[src/design/tlpt_pkg.sv]
`default_nettype none
package tlpt_pkg;

  localparam int DIR_ENTRIES = 1024;
  localparam int IDX_W       = 10;
  localparam int OFF_W       = 12;
  localparam int PAGE_W      = 20;

  typedef enum logic [1:0] {
    CMD_MAP   = 2'd0,
    CMD_IDMAP = 2'd1,
    CMD_UNMAP = 2'd2,
    CMD_XLATE = 2'd3
  } cmd_t;

  typedef enum logic [2:0] {
    STAT_OK          = 3'd0,
    STAT_NO_TABLE    = 3'd1,
    STAT_NOT_PRESENT = 3'd2,
    STAT_OUT_OF_TBL  = 3'd3,
    STAT_ALREADY     = 3'd4
  } pt_status_t;

  typedef enum logic [1:0] {
    S_CLEAR,
    S_IDLE,
    S_DIR,
    S_PTE
  } state_t;

  // Commands from the controller to the datapath.
  typedef struct packed {
    logic clear;
    logic capture;
    logic alloc;
    logic fail;
    logic finish;
  } ctrl_cmd_t;

  // Status from the datapath back to the controller.
  typedef struct packed {
    logic clear_done;
    logic dir_present;
    logic want_alloc;
    logic room;
  } dp_status_t;

endpackage
`default_nettype wire

[src/design/tlpt_ctrl.sv]
`default_nettype none
module tlpt_ctrl
  import tlpt_pkg::*;
(
  input  wire logic       clk,
  input  wire logic       rst,
  input  wire logic       start,
  input  wire dp_status_t dp_st,
  output ctrl_cmd_t       cmd,
  output logic            busy
);

  state_t state;
  state_t state_next;

  always_ff @(posedge clk) begin
    if (rst) begin
      state <= S_CLEAR;
    end else begin
      state <= state_next;
    end
  end

  always_comb begin
    state_next = state;
    cmd        = '0;
    busy       = 1'b1;
    unique case (state)
      S_CLEAR: begin
        cmd.clear = 1'b1;
        if (dp_st.clear_done) begin
          state_next = S_IDLE;
        end
      end
      S_IDLE: begin
        busy = 1'b0;
        if (start) begin
          cmd.capture = 1'b1;
          state_next  = S_DIR;
        end
      end
      S_DIR: begin
        priority if (dp_st.dir_present) begin
          state_next = S_PTE;
        end else if (dp_st.want_alloc && dp_st.room) begin
          cmd.alloc  = 1'b1;
          state_next = S_PTE;
        end else begin
          cmd.fail   = 1'b1;
          state_next = S_IDLE;
        end
      end
      S_PTE: begin
        cmd.finish = 1'b1;
        state_next = S_IDLE;
      end
      default: begin
        state_next = S_IDLE;
      end
    endcase
  end

endmodule
`default_nettype wire

[config.mk]
export PLATFORM = sky130hd
export DESIGN_NAME = tlpt_ctrl
export DESIGN_NICKNAME = d
export VERILOG_FILES = /design/src/design/tlpt_pkg.sv /design/src/design/tlpt_ctrl.sv
export SDC_FILE = /design/constraint.sdc
export NUM_CORES = 1
export LEC_CHECK = 0
export BUFFER_PORTS_ARGS = -buffer_cell sky130_fd_sc_hd__buf_4
export CAP_MARGIN = 40
export CORE_AREA = 4 4 41 43
export CTS_CLUSTER_SIZE = 20
export DETAILED_ROUTE_END_ITERATION = 6
export DIE_AREA = 0 0 45 47
export GPL_ROUTABILITY_DRIVEN = 0
export GPL_TIMING_DRIVEN = 0
export PLACE_DENSITY_LB_ADDON = 0.25
export SLEW_MARGIN = 0
export SYNTH_ARGS = -nofsm -noshare
export SYNTH_HDL_FRONTEND = slang
export SYNTH_SLANG_ARGS = --single-unit
[constraint.sdc]
create_clock -name clk -period 1.2 [get_ports clk]
set_input_delay 0.24 -clock clk [delete_from_list [all_inputs] [get_ports clk]]
set_output_delay 0.24 -clock clk [all_outputs]
set_load 0.01 [all_outputs]
==> impl_metrics.ini <==
[outcome]
status = finished with violations
violations = setup timing

[timing]
finalHoldViolations = 0
slew_viol_final = 0
period_share = 1.10
setup_ws_ns = -0.117
slew_headroom = 0.853
final-setup-viol-count = 5
max_freq_mhz = 760
rsz0062_at_grt = true
fin_skew_ns = 0.00908
period_minus_slack_ns = 1.32
worst_pin_slew_ns = 0.218

[worst_setup_path]
end_kind = output pin
r2r_start = state[1]
arrival_ns = 1.08
slowest_stage = dfxtp_4
path_buf_inv = 2
cp_top_family = flip-flops
cp_max_fo = 4
startpoint_type = flop
r2r_cells = 5
r2r-end = state[1]
crit_chain = inv_4 -> ha_4 -> nand2b_4 -> a21oi_2 -> buf_4
cp.required_ns = 0.96
slowest_delay_ns = 0.36
path_class = flop to output pin
r2r_slack_ns = -0.10

[cts]
clock-root-buffer = clkbuf_4
cts_tree = done
clock_sinks = 2
numCtsBuffers = 3
cts.path.max_buffers = 2
htree_levels = 1
cts_hold_buf = 0
worstSkewPairLatency_ns = 0.23
path_clk_slew_ns = 0.04

[routing]
vias = 224
wl_met1_um = 224
via_per_inst = 3.93
met3_length_um = 49
wirelength_um = 549
firstDrtPassIters = 4
top_layer_used = met3
routedWlPerCell_um = 9.63
drc = 0
drtIter0Drc = 8
antenna_left = 0
dr_wl_met2_um = 274

[global_route]
antenna_found_initial = 0
grt_max_degree = 6
grtUsageTotal = 0.0678
grt_pass1_vias = 247
grt_pass1_wl_um = 986
grt-ovfl-total = 0

[final_layout]
layout.cells.non_filler = 57
seq_area_um2 = 47.5
diodes = 0
synthToLayoutAreaGrowth_pct = 119
regMostFlops = state
fill_cells = 153
design_area_um2 = 414
nNetsFinal = 54
final_common_cell = buf_4
final_cell_mix = buf_4, ha_4, clkbuf_4
final_layout_size_suffix_gt1_frac = 0.714
multi_input_area_um2 = 196
largest_reg_flops = 2
top_regs = state (2)

[yosys]
ys_warn_count = 0
ys_top_cells_by_area = ha_1, dfxtp_1, a21oi_1, inv_1, a2111o_1
ys_seq_area_frac = 0.212
syn_area_per_cell_um2 = 7.56
syn-cell-area_um2 = 189
synth_cell_type_count = 13
synthesis.nets = 36
synthCells = 25
yosys.area.top_type_share = 0.265
synth-seq-cells = 2
yosys.area.top_type = ha_1

[die]
dieHeight_um = 47
dieWidth_um = 45
rows = 13
dieArea_um2 = 2120
ios = 13
initial_core_util = 0.145
core_um2 = 1300

[power_and_ir_drop]
p_leak_nw = 0.178
ir_drop_uv = 396
power_per_cell_area_nw_per_um2 = 924
power_mw = 0.383

[placement]
placed_area_um2 = 333
hpwl_um = 388
dp_cells = 52
port_buffers = 12

[hold_path]
worst_hold_path.endpoint = state[0]
holdPathStages = 2
min-delay-start = rst
hp-class = input port to flop

[run]
cap_violations = 0
[final cells by class]
cell class | count | area share
Timing Repair Buffer | 13 | 0.254
Sequential cell | 2 | 0.115
Multi-Input combinational cell | 19 | 0.474
Clock buffer | 4 | 0.0634
Inverter | 4 | 0.0483
Tap cell | 15 | 0.0453
[per-layer routing]
metal | track usage | vias to the layer above
li1 | - | 116
met1 | 0.0767 | 101
met2 | 0.0932 | 7
met3 | 0.0268 | 0
met4 | 0.0702 | 0
met5 | 0 | -
[where the power goes]
group          leakage [nW]  total [mW]  switching (mW)  internal, mW
Combinational         0.145       0.132          0.0564        0.0756
Sequential           0.0178      0.0843          0.0117        0.0726
Clock                0.0150       0.166          0.0427         0.124
[how the worst max path moves through the flow]
stage                     slack, ns       end  cells past startpoint     start
after CTS                     -0.13    cmd[1]                      5  state[0]
after global placement        -0.11  state[1]                      5  state[1]
after global routing          -0.18    cmd[1]                      5  state[0]
final                         -0.12    cmd[1]                      5  state[0]
after floorplan              -0.006  state[1]                      5  state[1]
after detailed placement      -0.10  state[1]                      5  state[1]
[through the flow]
| stage | setup TNS (ns) | hold slack [ns] | utilization | worst slack [ns] |
|---|---|---|---|---|
| 2_1_floorplan | -0.00616 | 0.299 | - | -0.00616 |
| 3_3_place_gp | -0.108 | 0.406 | 0.256 | -0.108 |
| 3_5_place_dp | -0.104 | 0.406 | 0.256 | -0.104 |
| 4_1_cts | -0.489 | 0.168 | 0.312 | -0.127 |
| 5_1_grt | -0.762 | 0.171 | 0.318 | -0.181 |
| 6_report | -0.421 | 0.176 | 0.318 | -0.117 |
[cell usage after synthesis]
cell      n
ha_1      4
inv_1     4
a21oi_1   3
nor2_1    3
dfxtp_1   2
o21ai_0   2
a2111o_1  1
nand2_1   1
nand2b_1  1
nor2b_1   1
nor2b_2   1
o21ai_1   1
or2_0     1
[cell families (layout without fill, tap and decap cells)]
logic type,after synthesis,count (layout),synth area share
adder cells (fa/ha/maj),4,4,0.265
AND/OR/NAND/NOR,8,8,0.225
flip-flops,2,2,0.212
AO/OA/AOI/OAI,7,7,0.218
buffers and inverters,4,21,0.0794
[timing repair]
action / CTS / global route
setup buffers: 1 / 0
gates resized for setup: 10 / 3
pin swaps: 3 / 0
setup endpoints to repair: 5 / 7
(Power assumes the default switching activity.)
